$ cat src/rtl/rtc3w_pkg.sv
package rtc3w_pkg;

    // Command kinds; the start codes of the action field share these values
    typedef enum logic [1:0] {
        KIND_IDLE = 2'd0,
        KIND_SET  = 2'd1,
        KIND_READ = 2'd2,
        KIND_NONE = 2'd3
    } t_kind;

    // Tick phases within one frame
    typedef enum logic [1:0] {
        PH_SETUP = 2'd0,
        PH_LOW   = 2'd1,
        PH_HIGH  = 2'd2,
        PH_END   = 2'd3
    } t_phase;

    localparam logic [7:0] WP_ADDR  = 8'h8E;
    localparam logic [7:0] WP_SET   = 8'h80;
    localparam logic [7:0] WP_CLEAR = 8'h00;
    localparam logic [7:0] READ_BIT = 8'h01;

    // Sequencer state carried from tick to tick
    typedef struct packed {
        t_kind       kind;
        logic [1:0]  frame_index;
        logic [4:0]  bit_counter;
        t_phase      phase;
        logic [15:0] frame_shift;
        logic [7:0]  receive_shift;
        logic [7:0]  held_address;
        logic [7:0]  held_bcd;
        logic        pin_ce;
        logic        pin_clk;
        logic        pin_io;
    } t_state;

    // One result transaction
    typedef struct packed {
        logic       ce_pin;
        logic       sclk_pin;
        logic       io_out;
        logic       io_drive;
        logic       busy_res;
        logic       done_res;
        logic       ignored;
        logic [7:0] read_raw;
        logic [6:0] read_value;
    } t_result;

endpackage

$ cat src/rtl/rtc3w_step.sv
module rtc3w_step (
    input  rtc3w_pkg::t_state  i_state,
    input  logic [1:0]         i_action,
    input  logic [7:0]         i_reg_address,
    input  logic [6:0]         i_value,
    input  logic               i_io_in,
    output rtc3w_pkg::t_state  o_state,
    output rtc3w_pkg::t_result o_result
);
    import rtc3w_pkg::*;

    logic [14:0] bcd_prod;
    logic [3:0]  bcd_tens;
    logic [6:0]  bcd_ones;
    logic [7:0]  bcd_byte;
    logic [6:0]  dec_tens;

    // Pick the 16-bit frame for the current command and frame index
    function automatic logic [15:0] frame_word(t_kind kind, logic [1:0] fidx,
                                               logic [7:0] addr, logic [7:0] bcd);
        logic [15:0] w;
        if (kind == KIND_READ) begin
            w = {8'h00, addr | READ_BIT};
        end else if (fidx == 2'd0) begin
            w = {WP_CLEAR, WP_ADDR};
        end else if (fidx == 2'd1) begin
            w = {bcd, addr};
        end else begin
            w = {WP_SET, WP_ADDR};
        end
        return w;
    endfunction

    // Binary to BCD: divide by ten through a reciprocal multiply
    always_comb begin
        bcd_prod = 15'(i_value) * 15'd205;
        bcd_tens = bcd_prod[14:11];
        bcd_ones = i_value - ({bcd_tens, 3'b000} + {2'b00, bcd_tens, 1'b0});
        bcd_byte = {bcd_tens, bcd_ones[3:0]};
    end

    // Advance the sequencer by one tick
    always_comb begin
        t_state s;
        logic   start;
        logic   rx;
        logic   drive;
        logic   busy;
        logic   done;
        logic   ign;

        s     = i_state;
        start = (i_action == KIND_SET) || (i_action == KIND_READ);
        drive = 1'b1;
        busy  = 1'b0;
        done  = 1'b0;
        ign   = 1'b0;

        if (s.kind == KIND_IDLE) begin
            if (start) begin
                s.kind         = t_kind'(i_action);
                s.frame_index  = 2'd0;
                s.held_address = i_reg_address;
                s.held_bcd     = bcd_byte;
                s.frame_shift  = frame_word(s.kind, 2'd0, i_reg_address, bcd_byte);
                s.phase        = PH_SETUP;
                s.bit_counter  = 5'd0;
            end
        end else if (start) begin
            ign = 1'b1;
        end

        rx = (s.kind == KIND_READ) && (s.bit_counter[4] || s.bit_counter[3]);

        if (s.kind != KIND_IDLE) begin
            busy = 1'b1;
            case (s.phase)
                PH_SETUP: begin
                    s.pin_ce      = 1'b1;
                    s.pin_clk     = 1'b0;
                    s.phase       = PH_LOW;
                    s.bit_counter = 5'd0;
                end
                PH_LOW: begin
                    if (rx) begin
                        drive           = 1'b0;
                        s.receive_shift = {i_io_in, s.receive_shift[7:1]};
                    end else begin
                        s.pin_io = s.frame_shift[s.bit_counter[3:0]];
                    end
                    s.pin_ce  = 1'b1;
                    s.pin_clk = 1'b0;
                    s.phase   = PH_HIGH;
                end
                PH_HIGH: begin
                    if (rx) begin
                        drive = 1'b0;
                    end
                    s.pin_ce      = 1'b1;
                    s.pin_clk     = 1'b1;
                    s.bit_counter = s.bit_counter + 5'd1;
                    s.phase       = s.bit_counter[4] ? PH_END : PH_LOW;
                end
                default: begin
                    if (s.kind == KIND_READ) begin
                        drive = 1'b0;
                    end
                    s.pin_ce  = 1'b0;
                    s.pin_clk = 1'b1;
                    if (s.kind == KIND_SET && s.frame_index != 2'd2
                            && s.frame_index != 2'd3) begin
                        s.frame_index = s.frame_index + 2'd1;
                        s.frame_shift = frame_word(s.kind, s.frame_index,
                                                   s.held_address, s.held_bcd);
                        s.phase       = PH_SETUP;
                        s.bit_counter = 5'd0;
                    end else begin
                        done          = 1'b1;
                        s.kind        = KIND_IDLE;
                        s.frame_index = 2'd0;
                        s.bit_counter = 5'd0;
                        s.phase       = PH_SETUP;
                    end
                end
            endcase
        end

        // Tens digit of the received byte, times ten
        dec_tens = {1'b0, s.receive_shift[6:4], 3'b000}
                 + {3'b000, s.receive_shift[6:4], 1'b0};

        o_state             = s;
        o_result.ce_pin     = s.pin_ce;
        o_result.sclk_pin   = s.pin_clk;
        o_result.io_out     = s.pin_io;
        o_result.io_drive   = drive;
        o_result.busy_res   = busy;
        o_result.done_res   = done;
        o_result.ignored    = ign;
        o_result.read_raw   = s.receive_shift;
        o_result.read_value = dec_tens + {3'b000, s.receive_shift[3:0]};
    end

endmodule

$ cat src/rtl/rtc_three_wire_master_core.sv
// Three-wire RTC serial master, one pin tick per input transaction.
// Each result is registered into the output register, or into the skid register under output stall.
// Throughput: one transaction per cycle while o_stall is low; the next-state step is one short
// combinational pass, and a skid register takes one more transaction under output stall.
// Reset (synchronous, active low) returns the sequencer to idle, pins low,
// all shift and hold registers zero, and empties the output stages.
module rtc_three_wire_master_core (
    input  logic       i_clk,
    input  logic       i_rst_n,
    input  logic       i_valid,
    output logic       o_stall,
    input  logic [1:0] i_action,
    input  logic [7:0] i_reg_address,
    input  logic [6:0] i_value,
    input  logic       i_io_in,
    output logic       o_valid,
    input  logic       i_stall,
    output logic       o_ce_pin,
    output logic       o_sclk_pin,
    output logic       o_io_out,
    output logic       o_io_drive,
    output logic       o_busy_res,
    output logic       o_done_res,
    output logic       o_ignored,
    output logic [7:0] o_read_raw,
    output logic [6:0] o_read_value
);
    import rtc3w_pkg::*;

    t_state  r_state;
    t_state  n_state;
    t_result n_result;
    t_result r_out;
    t_result r_skid;
    logic    r_out_valid;
    logic    r_skid_valid;
    logic    in_accept;
    logic    out_take;

    rtc3w_step u_step (
        .i_state       (r_state),
        .i_action      (i_action),
        .i_reg_address (i_reg_address),
        .i_value       (i_value),
        .i_io_in       (i_io_in),
        .o_state       (n_state),
        .o_result      (n_result)
    );

    assign o_stall   = r_skid_valid;
    assign o_valid   = r_out_valid;
    assign in_accept = i_valid && !r_skid_valid;
    assign out_take  = r_out_valid && !i_stall;

    // Advance sequencer state on each accepted transaction
    always_ff @(posedge i_clk) begin
        if (!i_rst_n) begin
            r_state <= '0;
        end else if (in_accept) begin
            r_state <= n_state;
        end
    end

    // Output register with skid stage
    always_ff @(posedge i_clk) begin
        if (!i_rst_n) begin
            r_out_valid  <= 1'b0;
            r_skid_valid <= 1'b0;
        end else if (r_skid_valid) begin
            if (out_take) begin
                r_out        <= r_skid;
                r_skid_valid <= 1'b0;
            end
        end else if (in_accept) begin
            if (!r_out_valid || out_take) begin
                r_out       <= n_result;
                r_out_valid <= 1'b1;
            end else begin
                r_skid       <= n_result;
                r_skid_valid <= 1'b1;
            end
        end else if (out_take) begin
            r_out_valid <= 1'b0;
        end
    end

    assign o_ce_pin     = r_out.ce_pin;
    assign o_sclk_pin   = r_out.sclk_pin;
    assign o_io_out     = r_out.io_out;
    assign o_io_drive   = r_out.io_drive;
    assign o_busy_res   = r_out.busy_res;
    assign o_done_res   = r_out.done_res;
    assign o_ignored    = r_out.ignored;
    assign o_read_raw   = r_out.read_raw;
    assign o_read_value = r_out.read_value;

endmodule
$ cat config.mk
export PLATFORM = sky130hd
export DESIGN_NAME = rtc_three_wire_master_core
export DESIGN_NICKNAME = d
export VERILOG_FILES = /design/src/rtl/rtc3w_pkg.sv /design/src/rtl/rtc3w_step.sv /design/src/rtl/rtc_three_wire_master_core.sv
export SDC_FILE = /design/constraint.sdc
export NUM_CORES = 1
export LEC_CHECK = 0
export ABC_AREA = 1
export BUFFER_PORTS_ARGS = -buffer_cell sky130_fd_sc_hd__clkbuf_2
export CORE_MARGIN = 2
export CORE_UTILIZATION = 55
export DETAILED_ROUTE_END_ITERATION = 10
export PLACE_DENSITY_LB_ADDON = 0.3
export SLEW_MARGIN = 20
export SYNTH_ARGS = -nofsm -noshare
export SYNTH_HDL_FRONTEND = slang
export SYNTH_SLANG_ARGS = --single-unit
$ cat constraint.sdc
create_clock -name i_clk -period 8.9 [get_ports i_clk]
set_clock_uncertainty 0.2 [all_clocks]
set_input_delay 0.445 -clock i_clk [delete_from_list [all_inputs] [get_ports i_clk]]
set_output_delay 0.445 -clock i_clk [all_outputs]
set_load 0.05 [all_outputs]
==> results of run 1 <==
flip-flops by register name (all words and copies together), names as in the netlist:
name          cells
o_busy_res        1
o_ce_pin          1
o_done_res        1
o_ignored         1
o_io_drive        1
o_io_out          1
o_read_raw        8
o_read_value      6
o_sclk_pin        1
o_stall           1
o_valid           1
r_skid           21
r_state          54
report_power, final:
group / internal [mW] / switching (mW)
Sequential: 0.503 / 0.0126
Clock: 0.132 / 0.161
Combinational: 0.123 / 0.241
Total: 0.757 / 0.415
cells in the mapped netlist, types with 11 or more instances:
| library cell | number |
|---|---|
| edfxtp_1 | 42 |
| o211ai_1 | 14 |
| nand3_1 | 18 |
| ha_1 | 52 |
| a21oi_1 | 49 |
| clkbuf_1 | 20 |
| inv_1 | 101 |
| a211oi_1 | 11 |
| o21ai_1 | 11 |
| nor2_1 | 57 |
| o21ai_0 | 42 |
| dfxtp_1 | 56 |
| nand2_1 | 191 |
final timing paths:
kind	from	to	slack [ps]	cells after the start
max	i_action[0]	o_read_value[5]	3930	20
min	i_reg_address[1]	r_state[12]	120	3
max reg2reg	r_state[53]	o_read_value[5]	4060	17
min reg2reg	r_state[33]	r_state[33]	270	2
cell families after synthesis:
group,share of synthesized area (%)
compound gates,16.3
xor+xnor,1.44
flops,39.8
buf+inv,8.89
simple gates,19.3
fa+ha+maj,14.2
worst max-delay path, delay by kind of cell:
family	cells	cell delay (ps)
compound gates	3	760
fa+ha+maj	4	1400
simple gates	6	950
buf+inv	6	1220
xor+xnor	1	110
layout make-up:
class / instances / area (sq um)
clock buffer: 9 / 124
timing repair buffer: 50 / 263
sequential: 98 / 2380
fill: 950 / 4210
tap: 140 / 175
inverter: 106 / 398
multi-input combinational: 514 / 3070
clock inverter: 7 / 76.3
layer usage:
metal / vias to the layer above / GRT usage [%] / routed length [um] / share of wire, %
met5: - / 0 / 0 / 0
met3: 23 / 3.50 / 623 / 5.0
met2: 141 / 38.4 / 5880 / 48
met4: 0 / 9.34 / 235 / 1.9
li1: 2534 / - / - / -
met1: 2270 / 29.5 / 5610 / 45
cells in the final DEF, fill, tap and decap left out, drive strengths merged, types with 2 or more instances in the layout:
master / synthesis / routed
clkinv: 3 / 5
clkbuf: 20 / 54
nand4: 3 / 3
nand3: 18 / 18
o22ai: 4 / 4
nor3: 4 / 4
o221ai: 3 / 3
xor2: 8 / 8
o211ai: 14 / 14
a31oi: 7 / 7
buf: 10 / 5
ha: 52 / 52
a211oi: 11 / 11
nor2: 60 / 60
fa: 10 / 10
dfxtp: 56 / 56
edfxtp: 42 / 42
a221oi: 5 / 5
a21oi: 51 / 51
clkinvlp: 0 / 2
or2: 4 / 4
inv: 103 / 105
o21ai: 58 / 58
nand2: 193 / 193
==> flow_summary_export.csv, run 1 <==
group,metric,value,unit
sta,worstMarginPinSlew,1070,ps
cts,root_buffer,"clkbuf_8",
cts,h-tree-depth,3,
critical_path,cp.arrival,4910,ps
critical_path,crit_top_cell,"inv_1",
layout,diodes,0,
logic_synthesis,netlist_area,5980,sq um
logic_synthesis,synthCells,748,
layout,stdcell_area,6490,sq um
logic_synthesis,synth_area_leaders,"edfxtp_1 21%, dfxtp_1 19%, nand2_1 12%",
sta,hold_viol,0,
route,vias,4968,
flow_run,drv_cap,0,
floorplanning,die_h,108,um
sta,finalSetupViolCount,0,
sta,rsz0062_at_grt,"false",
logic_synthesis,synthArstFlopShare,0,%
sta,relSlewSlack,28.4,%
layout,utilization,60.6,%
cts,cts_tree,"done",
route,drtPass1Iterations,7,
sta,hold_slack,117,ps
route,wl,12400,um
logic_synthesis,yosys.area.top_type,"edfxtp_1",
status,outcome,"completed",
sta,setup_ws,3930,ps
floorplanning,io_pins,46,
logic_synthesis,yosysTopAreaCellShare,21.1,%
floorplanning,die_w,108,um
cts,clk_latency,370,ps
critical_path,worst_path_max_delay_cell,"inv_1",
layout,instances_no_fill,924,
power_and_ir_drop,power.density,181,nW/um^2
sta,fmax,201,MHz
power_and_ir_drop,total_power,1.17,mW
global_route,antenna_found_initial,0,
logic_synthesis,synth-main-ff-cell,"dfxtp_1",
logic_synthesis,synth_warnings,0,
floorplanning,initial_core_util,55.9,%
placed_design,gp_congestion,0.925,
layout,fin_nets,863,
critical_path,path_class,"in2reg",
sta,final.setup.tns,0,ps
global_route,grt_pass1_vias,4697,
worst_hold_path,hold_path.class,"in2reg",
logic_synthesis,synth-seq-cells,98,
floorplanning,rows,38,
sta,timing.final.crit_period,4970,ps
critical_path,crit_required,8840,ps
placed_design,dp_cells,908,
global_route,grt.total_usage,22.9,%
critical_path,startpoint_type,"input port",
route,via_per_inst,5.38,
logic_synthesis,synth_fp_nets,832,
placed_design,dp_worst_setup_slack,3530,ps
power_and_ir_drop,leakage,3.02,nW
layout,syn2layout_area_growth,8.52,%
route,drc,0,
sta,report.final.slew_viol_count,0,
global_route,grt_overflow,0,
cts,clockBufferDepth,2,
cts,cts-buffers-inserted,9,
logic_synthesis,synth-edff-count,42,
critical_path,crit_path_max_fanout,35,
cts,postCtsHoldBufs,0,
power_and_ir_drop,peakVddDrop,92.7,uV
placed_design,place_area,6280,sq um
layout,drive_above_1_share,11.1,%
floorplanning,die_area,11700,sq um
placed_design,hpwl,9070,um
logic_synthesis,ys_seq_area_share,39.8,%
critical_path,path_cells,"clkbuf_2 > inv_1 > ha_1 > inv_1 > nand2_4 > inv_1 > nor2_1 > inv_1 > ha_1 > inv_1 > nor2_1 > nand2_4 > o21ai_1 > fa_1 > ha_1 > a21o_1 > a21oi_1 > xor2_2 > nand2_1 > nand2_1",
logic_synthesis,avgSynthCellArea,7.99,sq um
critical_path,crit_path_end_kind,"register",
cts,post_cts_buffers,0,
cts,clk_pin_slew,100,ps
route,wl_per_cell,13.4,um
placed_design,io_buffers,45,
logic_synthesis,yosys.cell_types.count,46,
global_route,grt_max_degree,55,
floorplanning,design.core.area,10700,sq um
route,drt-initial-drc-count,346,
cts,cts.sinks,98,
cts,ctsResizeCount,0,
critical_path,max_stage_delay,750,ps
global_route,grt_first_pass_wirelength,21400,um
route,antenna_left,0,
sta,post-route-period-util,55.8,%
(Power assumes the default switching activity.)
==> run 2, diff against run 1 <==
==> constraint.sdc (replaced) <==
create_clock -name i_clk -period 4.67 [get_ports i_clk]
set_clock_uncertainty 0.2 [all_clocks]
set_input_delay 0.2335 -clock i_clk [delete_from_list [all_inputs] [get_ports i_clk]]
set_output_delay 0.2335 -clock i_clk [all_outputs]
set_load 0.05 [all_outputs]
==> flow_summary_export.csv, run 2 (synthesis results as in run 1) <==
group,metric,value,unit
status,outcome,"completed",
layout,final_cell_mix,"191 x nand2_1, 101 x inv_1, 56 x nor2_1, 56 x dfxtp_1, 52 x ha_1",
global_route,grt_overflow,0,
sta,finalSetupViolCount,0,
layout,top_register,"r_state",
sta,rsz0062_at_grt,"false",
global_route,antenna_found_initial,0,
placed_design,io_buffers,45,
sta,setup_ws,375,ps
sta,report.final.slew_viol_count,0,
power_and_ir_drop,peakVddDrop,174,uV
placed_design,place_area,6310,sq um
critical_path,worst_path_max_delay_cell,"fa_1",
power_and_ir_drop,seqPwrFrac,43.7,%
cts,cts.sinks,98,
placed_design,dp_cells,912,
cts,cts-buffers-inserted,9,
cts,clk_pin_slew,100,ps
floorplanning,initial_core_util,55.9,%
worst_hold_path,hold_path.class,"in2reg",
cts,cts_tree,"done",
power_and_ir_drop,power.internal,1.46,mW
layout,fin_nets,874,
critical_path,path_buf_inv,6,
route,vias,5046,
route,via_per_inst,5.40,
layout,stdcell_area,6580,sq um
layout,drive_above_1_share,11.3,%
sta,fmax,233,MHz
layout,largest_register_ffs,54,
cts,clockBufferDepth,2,
layout,instances_no_fill,935,
power_and_ir_drop,power.density,342,nW/um^2
layout,syn2layout_area_growth,10.1,%
global_route,grt_pass1_vias,4775,
layout,utilization,61.5,%
placed_design,dp_worst_setup_slack,52.8,ps
critical_path,crit_path_max_fanout,4,
sta,hold_viol,0,
route,wl_per_cell,13.8,um
critical_path,crit_required,4700,ps
critical_path,cp_top_family,"adder cells",
route,drc,0,
placed_design,hpwl,9340,um
power_and_ir_drop,swShare,35.3,%
floorplanning,io_pins,46,
flow_run,drv_cap,0,
sta,worstMarginPinSlew,1050,ps
critical_path,crit_top_cell,"nand2_1",
power_and_ir_drop,clockPowerShare,25.0,%
global_route,grt_first_pass_wirelength,21800,um
route,antenna_left,0,
sta,final.setup.tns,0,ps
sta,hold_slack,2.83,ps
critical_path,startpoint_type,"input port",
critical_path,path_class,"in2reg",
floorplanning,die_area,11700,sq um
critical_path,cp.arrival,4320,ps
critical_path,max_stage_delay,430,ps
sta,relSlewSlack,29.3,%
floorplanning,die_w,108,um
power_and_ir_drop,total_power,2.25,mW
floorplanning,rows,38,
floorplanning,die_h,108,um
layout,diodes,0,
floorplanning,design.core.area,10700,sq um
route,drtPass1Iterations,5,
layout,final_common_cell,"nand2_1",
cts,root_buffer,"clkbuf_8",
sta,timing.final.crit_period,4290,ps
cts,h-tree-depth,3,
route,drt-initial-drc-count,329,
cts,ctsResizeCount,0,
placed_design,gp_congestion,0.880,
global_route,grt.total_usage,23.5,%
power_and_ir_drop,p_comb_share,31.3,%
cts,clk_latency,370,ps
power_and_ir_drop,p_switching,0.794,mW
critical_path,crit_path_end_kind,"register",
route,wl,12900,um
power_and_ir_drop,leakage,3.08,nW
global_route,grt_max_degree,55,
sta,post-route-period-util,92.0,%
## run 2: changes by cell type in the layout (fill, tap and decap cells not counted)
cell	delta
dlygate4sd3_1	+7
buf_4	+4
clkinvlp_4	-2
clkbuf_4	+1
clkinv_2	+1
clkinv_4	-1
inv_4	+1
nor2_1	+1
nor2_2	-1
## run 2: layout make-up
type / count / area, sq um
clock buffer: 10 / 131
tap: 140 / 175
sequential: 98 / 2380
clock inverter: 6 / 63.8
multi-input combinational: 514 / 3070
timing repair buffer: 61 / 363
inverter: 106 / 398
fill: 957 / 4120
## run 2: repair_timing
item | in CTS | in global routing
setup buffers | 0 | 0
hold buffers | 7 | 0
hold endpoints to repair | 7 | 0
## run 2: worst register-to-register path, stage by stage (launching register included)
cell and delay, ps:
dfxtp_1 400, nor2_4 70, nand2_4 220, inv_1 130
nor2_1 220, inv_1 120, ha_1 210, inv_1 100
nor2_1 90, nand2_4 190, nand2_1 130, o21ai_4 110
inv_1 120, fa_1 540, ha_1 310, a21o_1 170
a21oi_1 220, xor2_2 110, nand2_1 60, nand2_1 50
## run 2: path summary, 6_finish.rpt
check | start | to | slack (ps) | cells after the start
setup / recovery | i_value[5] | r_state[38] | 380 | 28
hold / removal | i_reg_address[0] | r_state[11] | 3 | 3
setup reg to reg | r_state[53] | o_read_value[5] | 640 | 19
hold reg to reg | r_state[17] | r_state[17] | 270 | 2
## run 2: power groups by stage
stage                     logic [mW]  registers, mW  clock network (mW)
after floorplan                0.492           1.04                   0
after global placement         0.674          0.999                   0
after detailed placement       0.694           1.00                   0
after CTS                      0.703          0.982               0.572
after global routing           0.808          0.989               0.605
final                          0.704          0.983               0.563
## run 2: per-layer routing
metal  GRT usage (%)  vias to the layer above  wire length [um]
met5               0                        -                 0
met4            7.60                        0               166
met3            3.32                       17               699
met2            40.7                      156              6230
met1            30.2                     2318              5810
li1                -                     2555                 -
==> run 3, diff against run 2 <==
--- a/config.mk
+++ b/config.mk
@@ -10,7 +10,7 @@
 export CORE_MARGIN = 2
 export CORE_UTILIZATION = 55
 export DETAILED_ROUTE_END_ITERATION = 10
-export PLACE_DENSITY_LB_ADDON = 0.3
+export PLACE_DENSITY = 0.78
 export SLEW_MARGIN = 20
 export SYNTH_ARGS = -nofsm -noshare
 export SYNTH_HDL_FRONTEND = slang
==> flow_summary_export.csv, run 3 (synthesis results as in run 1) <==
group,metric,value,unit
status,outcome,"completed",
layout,fin_nets,876,
critical_path,path_buf_inv,6,
sta,worstMarginPinSlew,762,ps
route,drtPass1Iterations,5,
floorplanning,rows,38,
placed_design,gp_congestion,0.903,
critical_path,path_class,"in2reg",
power_and_ir_drop,peakVddDrop,158,uV
worst_hold_path,hold_path.class,"in2reg",
layout,largest_register_ffs,54,
critical_path,cp_top_family,"adder cells",
sta,fmax,241,MHz
floorplanning,die_w,108,um
sta,timing.final.crit_period,4150,ps
route,wl_per_cell,14.1,um
cts,postCtsHoldBufs,8,
route,vias,5097,
global_route,grt_overflow,0,
route,antenna_left,0,
route,drt-initial-drc-count,273,
cts,clk_latency,370,ps
flow_run,drv_cap,0,
power_and_ir_drop,leakage,3.08,nW
cts,cts.sinks,98,
cts,root_buffer,"clkbuf_8",
cts,clk_pin_slew,100,ps
cts,ctsResizeCount,0,
placed_design,io_buffers,45,
sta,rsz0062_at_grt,"false",
layout,final_cell_mix,"191 x nand2_1, 101 x inv_1, 56 x nor2_1, 56 x dfxtp_1, 52 x ha_1",
layout,final_common_cell,"nand2_1",
sta,relSlewSlack,48.9,%
floorplanning,io_pins,46,
sta,setup_ws,524,ps
critical_path,reg2reg_from,"r_state[53]",
critical_path,crit_required,4730,ps
critical_path,worst_path_max_delay_cell,"fa_1",
global_route,antenna_found_initial,0,
layout,stdcell_area,6590,sq um
power_and_ir_drop,power.density,340,nW/um^2
sta,final.setup.tns,0,ps
critical_path,startpoint_type,"input port",
floorplanning,initial_core_util,55.9,%
placed_design,dp_worst_setup_slack,129,ps
critical_path,crit_path_max_fanout,4,
route,via_per_inst,5.44,
cts,cts_tree,"done",
floorplanning,die_h,108,um
cts,h-tree-depth,3,
sta,report.final.slew_viol_count,0,
critical_path,max_stage_delay,430,ps
cts,post_cts_buffers,0,
global_route,grt_first_pass_wirelength,22300,um
placed_design,hpwl,9690,um
critical_path,cp.arrival,4210,ps
route,drc,0,
layout,drive_above_1_share,10.9,%
sta,hold_slack,37.5,ps
power_and_ir_drop,total_power,2.24,mW
placed_design,place_area,6320,sq um
sta,hold_viol,0,
global_route,grt_max_degree,39,
critical_path,critPathLaunch,"i_value[5]",
layout,syn2layout_area_growth,10.2,%
floorplanning,design.core.area,10700,sq um
route,wl,13200,um
global_route,grt.total_usage,23.7,%
layout,diodes,0,
floorplanning,die_area,11700,sq um
global_route,grt_pass1_vias,4920,
sta,post-route-period-util,88.8,%
layout,top_register,"r_state",
sta,finalSetupViolCount,0,
cts,clockBufferDepth,2,
worst_hold_path,min_from,"i_action[1]",
critical_path,crit_path_end_kind,"register",
critical_path,crit_top_cell,"nand2_1",
cts,cts-buffers-inserted,9,
## run 3: per-stage QoR
step | instances | util [%]
2_1_floorplan | 748 | -
6_report | 937 | 61.6
3_3_place_gp | 913 | 59.1
5_1_grt | 937 | 61.6
3_5_place_dp | 913 | 59.1
4_1_cts | 937 | 61.6
## run 3: layout make-up
| type | count | area, sq um |
|---|---|---|
| well taps | 140 | 175 |
| inverters | 106 | 398 |
| flip-flops and latches | 98 | 2380 |
| fillers | 927 | 4110 |
| multi-input cells | 514 | 3070 |
| clock buffers | 10 | 128 |
| clock inverters | 6 | 57.6 |
| repair buffers | 63 | 380 |
## run 3: report_power, final
| part | internal (mW) | switching [mW] |
|---|---|---|
| logic | 0.241 | 0.466 |
| clock network | 0.245 | 0.303 |
| registers | 0.958 | 0.0246 |
## run 3: path summary, 6_finish.rpt
| kind | end | slack, ps | cells after the start |
|---|---|---|---|
| worst max-delay path | r_state[38] | 520 | 28 |
| worst min-delay path | r_state[53] | 40 | 5 |
| worst max register to register | o_read_value[5] | 560 | 19 |
| worst min register to register | r_state[17] | 280 | 2 |
## run 3: worst reg2reg max path, cell delays in order (launching register included)
cell	delay, ps
dfxtp_1	390
nor2_4	70
nand2_4	190
inv_1	120
nor2_1	260
inv_1	150
ha_1	220
inv_1	100
nor2_1	100
nand2_4	200
nand2_1	140
o21ai_4	110
inv_1	120
fa_1	540
ha_1	320
a21o_1	170
a21oi_1	230
xor2_2	120
nand2_1	60
nand2_1	60
## run 3: per-layer routing
layer  up-vias  track usage, %  share of wire, %
met5         -               0                 0
met1      2388            29.8                45
li1       2554               -                 -
met3        14            4.28               4.7
met4         0            6.04               1.3
met2       141            41.9                49
